**src/sv/pli_pkg.sv**
```systemverilog
// Shared types, constants and helpers for the positional list block.
package pli_pkg;

  // List geometry
  localparam int CAPACITY = 16;
  localparam int IDX_W    = (CAPACITY > 1) ? $clog2(CAPACITY) : 1;
  localparam int CNT_W    = $clog2(CAPACITY + 1);

  // Fixed field widths
  localparam int CMD_W   = 3;
  localparam int VALUE_W = 32;
  localparam int POS_W   = 5;
  localparam int STAT_W  = 3;
  localparam int FIDX_W  = 4;
  localparam int COUNT_W = 5;
  localparam int CMP_W   = (CNT_W > POS_W) ? CNT_W : POS_W;

  // Commands
  localparam logic [CMD_W-1:0] CMD_APPEND = 3'd0;
  localparam logic [CMD_W-1:0] CMD_INSERT = 3'd1;
  localparam logic [CMD_W-1:0] CMD_REMOVE = 3'd2;
  localparam logic [CMD_W-1:0] CMD_SEARCH = 3'd3;
  localparam logic [CMD_W-1:0] CMD_CLEAR  = 3'd4;

  // Status codes
  localparam logic [STAT_W-1:0] ST_OK       = 3'd0;
  localparam logic [STAT_W-1:0] ST_FULL     = 3'd1;
  localparam logic [STAT_W-1:0] ST_EMPTY    = 3'd2;
  localparam logic [STAT_W-1:0] ST_BADPOS   = 3'd3;
  localparam logic [STAT_W-1:0] ST_NOTFOUND = 3'd4;

  // Cell operations
  localparam logic [1:0] OP_HOLD = 2'd0;
  localparam logic [1:0] OP_INS  = 2'd1;
  localparam logic [1:0] OP_DEL  = 2'd2;

  // Broadcast to every cell of the chain
  typedef struct packed {
    logic [1:0]         op;
    logic [IDX_W-1:0]   idx;
    logic [VALUE_W-1:0] value;
  } cell_ctl_t;

  // Result fields waiting for the search encode
  typedef struct packed {
    logic               search;
    logic [STAT_W-1:0]  status;
    logic [CNT_W-1:0]   count;
  } pend_t;

  // Lowest set bit of the match vector
  function automatic logic [IDX_W-1:0] first_hit(input logic [CAPACITY-1:0] m);
    logic [IDX_W-1:0] r;
    r = '0;
    for (int i = CAPACITY - 1; i >= 0; i--) begin
      if (m[i]) r = IDX_W'(i);
    end
    return r;
  endfunction

endpackage

```
**src/sv/positional_list_insert_remove_search.sv**
```systemverilog
// Top level: fixed-capacity ordered list built as a chain of shifting cells.
// A command's fields wait in pend_r, then load the output beat once it is free.
// Throughput: one command per cycle unless out_ready stalls a pending result; every
// cell shifts and compares on accept, and the result stage encodes the first search
// hit over the cell match bits. Reset: synchronous active-low rst_n empties the list
// and drops both valid flags; cell contents are not cleared.
module positional_list_insert_remove_search (
  input  logic                          clk,
  input  logic                          rst_n,
  input  logic                          in_valid,
  output logic                          in_ready,
  input  logic [pli_pkg::CMD_W-1:0]     in_command,
  input  logic signed [pli_pkg::VALUE_W-1:0] in_value,
  input  logic [pli_pkg::POS_W-1:0]     in_position,
  output logic                          out_valid,
  input  logic                          out_ready,
  output logic [pli_pkg::STAT_W-1:0]    out_status,
  output logic [pli_pkg::FIDX_W-1:0]    out_found_index,
  output logic [pli_pkg::COUNT_W-1:0]   out_count
);
  import pli_pkg::*;

  logic               accept;
  logic               take;
  logic [CNT_W-1:0]   count_r, count_nxt;
  logic [CMP_W-1:0]   pos_ext, cnt_ext;
  logic               pos_ok;
  logic               full;
  cell_ctl_t          ctl;
  pend_t              pend;
  logic [CAPACITY-1:0] live;
  logic [CAPACITY-1:0] match;
  logic [VALUE_W-1:0] data [CAPACITY];

  assign in_ready = take;
  assign accept   = in_valid && take;

  assign pos_ext = CMP_W'(in_position);
  assign cnt_ext = CMP_W'(count_r);
  assign pos_ok  = (pos_ext != '0) && (pos_ext <= cnt_ext);
  assign full    = (count_r == CNT_W'(CAPACITY));

  // Command decode against the current fill count
  always_comb begin
    ctl.op      = OP_HOLD;
    ctl.idx     = IDX_W'(pos_ext - CMP_W'(1));
    ctl.value   = in_value;
    count_nxt   = count_r;
    pend.search = 1'b0;
    pend.status = ST_OK;
    unique case (in_command)
      CMD_APPEND: begin
        if (full) pend.status = ST_FULL;
        else begin
          ctl.op    = OP_INS;
          ctl.idx   = IDX_W'(count_r);
          count_nxt = CNT_W'(count_r + 1'b1);
        end
      end
      CMD_INSERT: begin
        if (full) pend.status = ST_FULL;
        else if (!pos_ok) pend.status = ST_BADPOS;
        else begin
          ctl.op    = OP_INS;
          count_nxt = CNT_W'(count_r + 1'b1);
        end
      end
      CMD_REMOVE: begin
        if (count_r == '0) pend.status = ST_EMPTY;
        else if (!pos_ok) pend.status = ST_BADPOS;
        else begin
          ctl.op    = OP_DEL;
          count_nxt = CNT_W'(count_r - 1'b1);
        end
      end
      CMD_SEARCH: pend.search = 1'b1;
      CMD_CLEAR: begin
        if (count_r == '0) pend.status = ST_EMPTY;
        else count_nxt = '0;
      end
      default: pend.status = ST_OK;
    endcase
    pend.count = count_nxt;
  end

  always_ff @(posedge clk) begin
    if (!rst_n) count_r <= '0;
    else if (accept) count_r <= count_nxt;
  end

  // Cell chain
  for (genvar i = 0; i < CAPACITY; i++) begin : g_cell
    logic [VALUE_W-1:0] left_d, right_d;
    assign live[i] = (CNT_W'(i) < count_r);
    if (i == 0) begin : g_head
      assign left_d = '0;
    end else begin : g_mid_l
      assign left_d = data[i-1];
    end
    if (i == CAPACITY - 1) begin : g_tail
      assign right_d = '0;
    end else begin : g_mid_r
      assign right_d = data[i+1];
    end
    pli_cell u_cell (
      .clk        (clk),
      .en         (accept),
      .cell_idx   (IDX_W'(i)),
      .live       (live[i]),
      .ctl        (ctl),
      .left_data  (left_d),
      .right_data (right_d),
      .data       (data[i]),
      .match      (match[i])
    );
  end

  pli_out u_out (
    .clk             (clk),
    .rst_n           (rst_n),
    .load            (accept),
    .pend_in         (pend),
    .match           (match),
    .take            (take),
    .out_valid       (out_valid),
    .out_ready       (out_ready),
    .out_status      (out_status),
    .out_found_index (out_found_index),
    .out_count       (out_count)
  );

endmodule

```
**src/sv/pli_cell.sv**
```systemverilog
// One list slot: holds a word, shifts with its neighbors, compares against the key.
module pli_cell (
  input  logic                      clk,
  input  logic                      en,
  input  logic [pli_pkg::IDX_W-1:0] cell_idx,
  input  logic                      live,
  input  pli_pkg::cell_ctl_t        ctl,
  input  logic [pli_pkg::VALUE_W-1:0] left_data,
  input  logic [pli_pkg::VALUE_W-1:0] right_data,
  output logic [pli_pkg::VALUE_W-1:0] data,
  output logic                      match
);
  import pli_pkg::*;

  logic [VALUE_W-1:0] data_r, data_nxt;
  logic               match_r, match_nxt;

  // Shift toward the tail on insert, toward the head on remove
  always_comb begin
    data_nxt = data_r;
    case (ctl.op)
      OP_INS: begin
        if (cell_idx > ctl.idx)       data_nxt = left_data;
        else if (cell_idx == ctl.idx) data_nxt = ctl.value;
      end
      OP_DEL: begin
        if (cell_idx >= ctl.idx) data_nxt = right_data;
      end
      default: data_nxt = data_r;
    endcase
  end

  // Key compare on the current contents
  assign match_nxt = live && (data_r == ctl.value);

  always_ff @(posedge clk) begin
    if (en) begin
      data_r  <= data_nxt;
      match_r <= match_nxt;
    end
  end

  assign data  = data_r;
  assign match = match_r;

endmodule

```
**src/sv/pli_out.sv**
```systemverilog
// Result stage: finishes the search encode and holds the output beat.
module pli_out (
  input  logic                          clk,
  input  logic                          rst_n,
  input  logic                          load,
  input  pli_pkg::pend_t                pend_in,
  input  logic [pli_pkg::CAPACITY-1:0]  match,
  output logic                          take,
  output logic                          out_valid,
  input  logic                          out_ready,
  output logic [pli_pkg::STAT_W-1:0]    out_status,
  output logic [pli_pkg::FIDX_W-1:0]    out_found_index,
  output logic [pli_pkg::COUNT_W-1:0]   out_count
);
  import pli_pkg::*;

  pend_t              pend_r;
  logic               pend_valid_r;
  logic               out_valid_r;
  logic               out_load;
  logic               hit;
  logic [STAT_W-1:0]  status_r, status_nxt;
  logic [FIDX_W-1:0]  found_r, found_nxt;
  logic [COUNT_W-1:0] count_r;

  assign out_load = pend_valid_r && (!out_valid_r || out_ready);
  assign take     = !pend_valid_r || out_load;

  // Pending stage and output beat handshake
  always_ff @(posedge clk) begin
    if (!rst_n) begin
      pend_valid_r <= 1'b0;
      out_valid_r  <= 1'b0;
    end else begin
      if (load)          pend_valid_r <= 1'b1;
      else if (out_load) pend_valid_r <= 1'b0;
      if (out_load)                 out_valid_r <= 1'b1;
      else if (out_ready)           out_valid_r <= 1'b0;
    end
  end

  // Search outcome from the cell match bits; other commands pass their status through
  always_comb begin
    hit        = |match;
    status_nxt = pend_r.status;
    found_nxt  = '0;
    if (pend_r.search) begin
      status_nxt = hit ? ST_OK : ST_NOTFOUND;
      if (hit) found_nxt = FIDX_W'(first_hit(match));
    end
  end

  always_ff @(posedge clk) begin
    if (load) pend_r <= pend_in;
    if (out_load) begin
      status_r <= status_nxt;
      found_r  <= found_nxt;
      count_r  <= COUNT_W'(pend_r.count);
    end
  end

  assign out_valid       = out_valid_r;
  assign out_status      = status_r;
  assign out_found_index = found_r;
  assign out_count       = count_r;

endmodule

```
**config.mk**
```make
export PLATFORM = sky130hd
export DESIGN_NAME = positional_list_insert_remove_search
export DESIGN_NICKNAME = d
export VERILOG_FILES = /design/src/sv/pli_pkg.sv /design/src/sv/positional_list_insert_remove_search.sv /design/src/sv/pli_cell.sv /design/src/sv/pli_out.sv
export SDC_FILE = /design/constraint.sdc
export NUM_CORES = 2
export LEC_CHECK = 0
export ABC_AREA = 1
export BUFFER_PORTS_ARGS = -buffer_cell sky130_fd_sc_hd__buf_2
export CAP_MARGIN = 15
export CORE_UTILIZATION = 45
export CTS_CLUSTER_DIAMETER = 50
export DETAILED_ROUTE_END_ITERATION = 7
export HOLD_SLACK_MARGIN = 0.12
export SLEW_MARGIN = 10
export SYNTH_ARGS = -nofsm -noshare
export SYNTH_HDL_FRONTEND = slang
export SYNTH_SLANG_ARGS = --single-unit
```
**constraint.sdc**
```tcl
create_clock -name clk -period 7.1 [get_ports clk]
set_input_delay 0.71 -clock clk [delete_from_list [all_inputs] [get_ports clk]]
set_output_delay 0.71 -clock clk [all_outputs]
set_load 0.005 [all_outputs]
```
-- Word-level counts from Yosys, hierarchy flattened
Cells that the tools add are included.
W data, S select, Z words.
- logic and storage cells: 325
- bits in registers: 556
- bitwise gates (word level): 2
- order comparisons: 49
- mux-type cells: 106
- add/sub/neg operators: 3
- reduce and logical (&&, ||, !) cells: 51
- eq/ne operators: 70
- operator list (kind ; count):
    $mux W32 ; 48
    $pmux W32 S2 ; 16
    $eq A32 B32 Y1 ; 16
    $reduce_and A4 Y1 ; 16
    $ne A3 B1 Y1 const B ; 16
    $lt A4 B5 Y1 const A ; 8
    $mux W4 ; 9
    $mux W5 ; 7
    $eq A4 B4 Y1 const A ; 8
    $ge A4 B4 Y1 const A ; 8
    $gt A4 B4 Y1 const A ; 8
    $ne A2 B1 Y1 const B ; 16
    $mux W3 ; 8
    $lt A3 B5 Y1 const A ; 4
    $pmux W5 S4 ; 1
    $logic_and A1 B1 Y1 ; 19
    $eq A3 B4 Y1 const A ; 4
    $ge A3 B4 Y1 const A ; 4
    $gt A3 B4 Y1 const A ; 4
    $reduce_or A16 Y1 ; 1
    $mux W2 ; 6
    $pmux W3 S4 ; 1
    $lt A1 B5 Y1 const A ; 2
    $lt A2 B5 Y1 const A ; 2
    other kinds (30) ; 49

-- Longest topological paths before layout
- depth in word-level cells: 15
- mapped depth: 20

-- By module
A second synthesis with hierarchy kept.
- cell total of the unflattened synthesis: 6898
- area, all modules: 44744.2 µm²
- modules (own cells, without submodules) (module ; seq. area each (µm²) ; times used ; area each (µm²) ; cells each):
    pli_cell at g_cell[15].u_cell ... ; 991.0 ; 10 ; 2670.1 ; 415
    pli_cell at g_cell[0].u_cell ... ; 991.0 ; 6 ; 2656.3 ; 413
    positional_list_insert_remove_search ; 100.1 ; 1 ; 1129.8 ; 180
    pli_out ; 670.6 ; 1 ; 975.9 ; 90

-- Worst setup path before layout
Ideal clock, no wire load.
- path kind: input-to-reg
- start: in in_position[4] (netlist name)
- end: reg g_cell[0].u_cell.data_r[0] (enable)
- setup slack: 0.956 ns
- stages on the path: 14
- path buffers: 1
- data arrival time: 5.712 ns
- cells stage by stage: ha_1 > nand2_1 > nor2_1 > nand2_1 > nand3_1 > nand2_1 > nand2_1 > nor2_1 > inv_1 > ha_1 > nor2_1 > inv_1 > clkbuf_1 > a21oi_1
- cells in the longest elaborated chain, start to end: 8
- elaborated cells between the ends (all ways): 14
- ends and longest elaborated chain (element ; RTL line ; RTL):
    start: declaration ; positional_list_insert_remove_search.sv:14 ; input logic [pli_pkg::POS_W-1:0] in_position,
    $le A5 B5 Y1 or $reduce_bool A5 Y1 (tied branches) ; positional_list_insert_remove_search.sv:40 ; assign pos_ok = (pos_ext != '0) && (pos_ext <= cnt_ext);
    $logic_and A1 B1 Y1 * ; positional_list_insert_remove_search.sv:40 ;
    $mux W1 or $mux W2 (tied branches) ; positional_list_insert_remove_search.sv:62, positional_list_insert_remove_search.sv:70 ;
    $mux W1 or $mux W2 (tied branches) ; positional_list_insert_remove_search.sv:61, positional_list_insert_remove_search.sv:69 ;
    $pmux W2 S3 * ; positional_list_insert_remove_search.sv:51 ; unique case (in_command)
    $eq A2 B1 Y1 or $eq A2 B2 Y1 (tied branches) ; pli_cell.sv:21 ; case (ctl.op)
    $ne A3 B1 Y1 (no line) (tied with other cells) ; -- ;
    $reduce_and A4 Y1 (no line) * ; -- ;
    end signal: assignment ; pli_cell.sv:38 ; data_r <= data_nxt;
    end: declaration ; pli_cell.sv:15 ; logic [VALUE_W-1:0] data_r, data_nxt;
Mark *: on every way between the ends. The rest lies on a longest branch, timed or not.
A chain may end at the register's enable or synchronous reset.

-- Final worst setup path
- start: reg count_r[4] (netlist: cnt_ext[4])
- end: reg g_cell[9].u_cell.data_r[16] (enable)
- cells in the longest elaborated chain, start to end: 8
- elaborated cells between the ends (all ways): 20
- ends and longest elaborated chain (element ; RTL line ; RTL):
    start: declaration ; positional_list_insert_remove_search.sv:25 ; logic [CNT_W-1:0] count_r, count_nxt;
    start signal: assignment ; positional_list_insert_remove_search.sv:88 ; else if (accept) count_r <= count_nxt;
    $le A5 B5 Y1 ; positional_list_insert_remove_search.sv:40 ;
    $logic_and A1 B1 Y1 ; positional_list_insert_remove_search.sv:40 ;
    $mux W1 or $mux W2 (tied branches) ; positional_list_insert_remove_search.sv:62, positional_list_insert_remove_search.sv:70 ;
    $mux W1 or $mux W2 (tied branches) ; positional_list_insert_remove_search.sv:61, positional_list_insert_remove_search.sv:69 ;
    $pmux W2 S3 ; positional_list_insert_remove_search.sv:51 ;
    $eq A2 B1 Y1 or $eq A2 B2 Y1 (tied branches) ; pli_cell.sv:21 ;
    $ne A3 B1 Y1 (no line) (tied with other cells) ; -- ;
    $reduce_and A4 Y1 (no line) * ; -- ;
    end signal: assignment ; pli_cell.sv:38 ;
    end: declaration ; pli_cell.sv:15 ;
Marked as above.

==> metrics.md <==
| Metric | Value |
|---|---|
| Worst setup SP type | flip-flop |
| Final wirelength | around 160000 um |
| Vias in the first global route | 30830 |
| Core area | roughly 76000 um^2 |
| Syn avg cell area | between 8 and 9 um^2 |
| Clock network fraction of total power | between 40% and 50% |
| Post-CTS sizing | 0 |
| Crit path DAT | 5400 ps |
| Total CTS buffers | 78 |
| Via density | 6.721 |
| Slew Viols, Final | 0 |
| DRC Markers | 0 |
| Leading cell types in the layout, fill and taps excluded | nand2_1, edfxtp_1, inv_1 |
| Net Sw Frac | 32.52% |
| Status | finished, final reports clean |
| Initial antenna violation count | 8 |
| Post-CTS Hold Fix Bufs | 0 |
| Aggregate global-route resource usage | between 40% and 50% |
| Io pins | 58 |
| DIE HEIGHT | 278.6 um |
| Flop pwr share | 41.3% |
| Pwr Density | 258.4 nW/um^2 |
| FFs w/ async S/R, synth | 0% |
| Primary FF master, synth | edfxtp_1 |
| Vias | 33410 |
| FMAX | approximately 190 MHz |
| Post-Syn Area | 34440 um^2 |
| Max-slew headroom | approximately 8.5% |
| Overflow after GRT | 0 |
| DRT Pass-1 Iters | 7 |
| TNS Setup | 0 ps |
| Worst path cell trace | clkinv_1 -> ha_1 -> nand2_1 -> nor2_1 -> nand2_1 -> nand2_1 -> nand2_1 -> nor2_1 -> inv_1 -> ha_1 -> nor2_4 -> buf_4 -> inv_1 -> buf_4 -> a31oi_4 |
| CP endpoint kind | flip-flop |
| IO buf count | 57 |
| Final period utilization | 72.45% |
| Most common cell after layout, fill and taps aside | nand2_1 |
| Core Util, Final | 50.14% |
| Minimum clock period | 5144 ps |
| Clock-pin slew on the worst setup and hold paths | 50 ps |
| Layout Nets | 3986 |
| Distinct cells, synth | 51 |
| NetSw | 3.195 mW |
| Syn nets | 4080 |
| Cell mode on critical path | nand2_1 |
| Worst path slowest cell | a31oi_4 |
| Yosys Warn Count | 0 |
| Clk buf depth | 3 |
| Critical path type | reg -> reg |
| Placer congestion estimate | roughly 1 |
| Initial Util | 45.42% |
| Final setup violation count | 0 |
| CP max FO | 34 |
| FP Rows | just over 100 |
| WL per Instance | 33.05 um |
| Critical Path Max Stage Delay | between 900 and 1000 ps |
| Syn-to-layout area delta | 10.39% |
| Post-CTS setup buffer count | 0 |
| Req. time, crit path | around 7400 ps |
| Worst slew pin tran | 1355 ps |
| VDD IR-drop max | 163.9 uV |
| Final Hold Vio Count | 0 |
| Comb pwr share | a little under a fifth |
| Initial drt markers | 6223 |
| Worst setup skew after layout | 28.43 ps |
| Root Driver | clkbuf_16 |
| H-Tree Level Count | 3 |
| TritonCTS clock tree | done |
| Die footprint | 77640 um^2 |
| Hold Crit Class | in -> reg |
| Clk_lat worst skew | 660 ps |
| Antenna Nets Post-Route | 0 |
| Post-synthesis cell count | ~4000 |
| Int Power | between 6 and 7 mW |
| FF+latch count, synth | 555 |
| RSZ-0062 raised after global routing | no |
| EDFF count, synth | 548 |
| Sequential share of the synthesized area | 48.19% |
| Largest net degree at the start of global routing | 178 |
| Max-Cap Viols | 0 |
| Leakage power figure | roughly 14 nW |
| Layout cells sized above 1 | 9.025% |
| Final HPWL DP | 110200 um |
| Die Wd | 278.6 um |
| CTS Sinks | 555 |
| Global-route wire length before repair | 227600 um |
-- critical path, delay by kind of cell (launching register included) --
family | cells | cell delay (ps)
adders and majority gates | 2 | 750
buffers and inverters | 5 | 1250
DFF | 1 | 530
and+or+nand+nor | 7 | 1220
AOI/OAI and AO/OA | 1 | 950
-- kinds of logic (layout without fill, tap and decap cells) --
group / Yosys count / in the layout / synth area share, %
adder cells (fa/ha/maj): 12 / 12 / 0.4360
other: 0 / 4 / 0
AO/OA/AOI/OAI: 1119 / 1119 / 19.71
flip-flops: 555 / 555 / 48.19
AND/OR/NAND/NOR: 1369 / 1369 / 17.05
XOR/XNOR: 227 / 227 / 5.773
buffers and inverters: 742 / 707 / 8.847
-- synth_stat cells (all sizes together), types with 5 or more instances --
master   number  area [um^2]
o22ai       166         1039
ha           12        150.1
a22oi         7        52.55
clkinv       21        78.83
or2           9        56.30
o31ai         5        37.54
o221ai       66        621.9
dfxtp         7        140.1
o21ai       541         2715
xor2         88        770.7
nor3         11        55.05
nor4b        10        87.58
inv         403         1525
nand3       269         1346
edfxtp      548        16460
xnor2       139         1217
clkbuf      205        770.7
o2111ai       9        78.83
buf         113        671.9
nand2       802         3058
a221oi       56        490.5
a21oi       152        760.7
nor4         37        231.5
o211ai       99        863.3
nor2        188        749.5
a31oi        11        68.82
nand4        39        259.0
-- routing by layer --
layer / GRT usage (%) / routed length, um
met1: 52.81 / 57880
met2: 58.81 / 67250
met3: 14.64 / 25980
met4: 27.30 / 13130
met5: 0 / 80
-- flip-flops by register name, summed over array words and instances (netlist names) --
name	cells
g_cell.u_cell.data	512
g_cell.u_cell.match	16
u_out.pend_r	8
cnt_ext	5
u_out.out_count	5
u_out.out_found_index	4
u_out.out_status	3
u_out.out_valid	1
u_out.pend_valid_r	1
-- worst paths after layout --
path                            cells after the start                   endpoint             from  slack [ps]
worst max-delay path                               15  g_cell[9].u_cell.data[16]       cnt_ext[4]        1960
worst min register to register                      0         u_out.out_count[0]  u_out.pend_r[0]         420
worst max register to register                     15  g_cell[9].u_cell.data[16]       cnt_ext[4]        1960
worst min-delay path                                4            u_out.out_valid        out_ready         350
-- power groups by stage --
| stage | registers, mW | clock network, mW | logic (mW) |
|---|---|---|---|
| after floorplan | 4.03 | 0 | 1.13 |
| after global placement | 4.12 | 0 | 1.69 |
| after detailed placement | 4.12 | 0 | 1.71 |
| after CTS | 4.05 | 3.94 | 1.72 |
| after global routing | 4.06 | 4.05 | 1.90 |
| final | 4.06 | 3.95 | 1.81 |
-- metrics by stage --
step	cells	total power, mW	cell area, um^2	setup slack (ps)	hold slack (ps)
6_report	4971	9.824	38020	1956	346.9
5_1_grt	4967	10.01	38010	1537	381.0
4_1_cts	4965	9.700	37970	1943	328.8
3_5_place_dp	4826	5.825	35420	1972	407.5
3_3_place_gp	4826	5.808	35420	2051	403.2
2_1_floorplan	4024	5.156	34440	956.4	400.3
-- cell type report --
cell class / instances / area, um^2
diodes: 4 / 10.01
multi-input cells: 2727 / 15020
fillers: 7176 / 37810
flip-flops and latches: 555 / 16600
inverters: 424 / 1612
repair buffers: 144 / 1013
well taps: 978 / 1224
clock buffers: 87 / 1996
clock inverters: 52 / 550.5
Power figures use the tool's default switching activity.
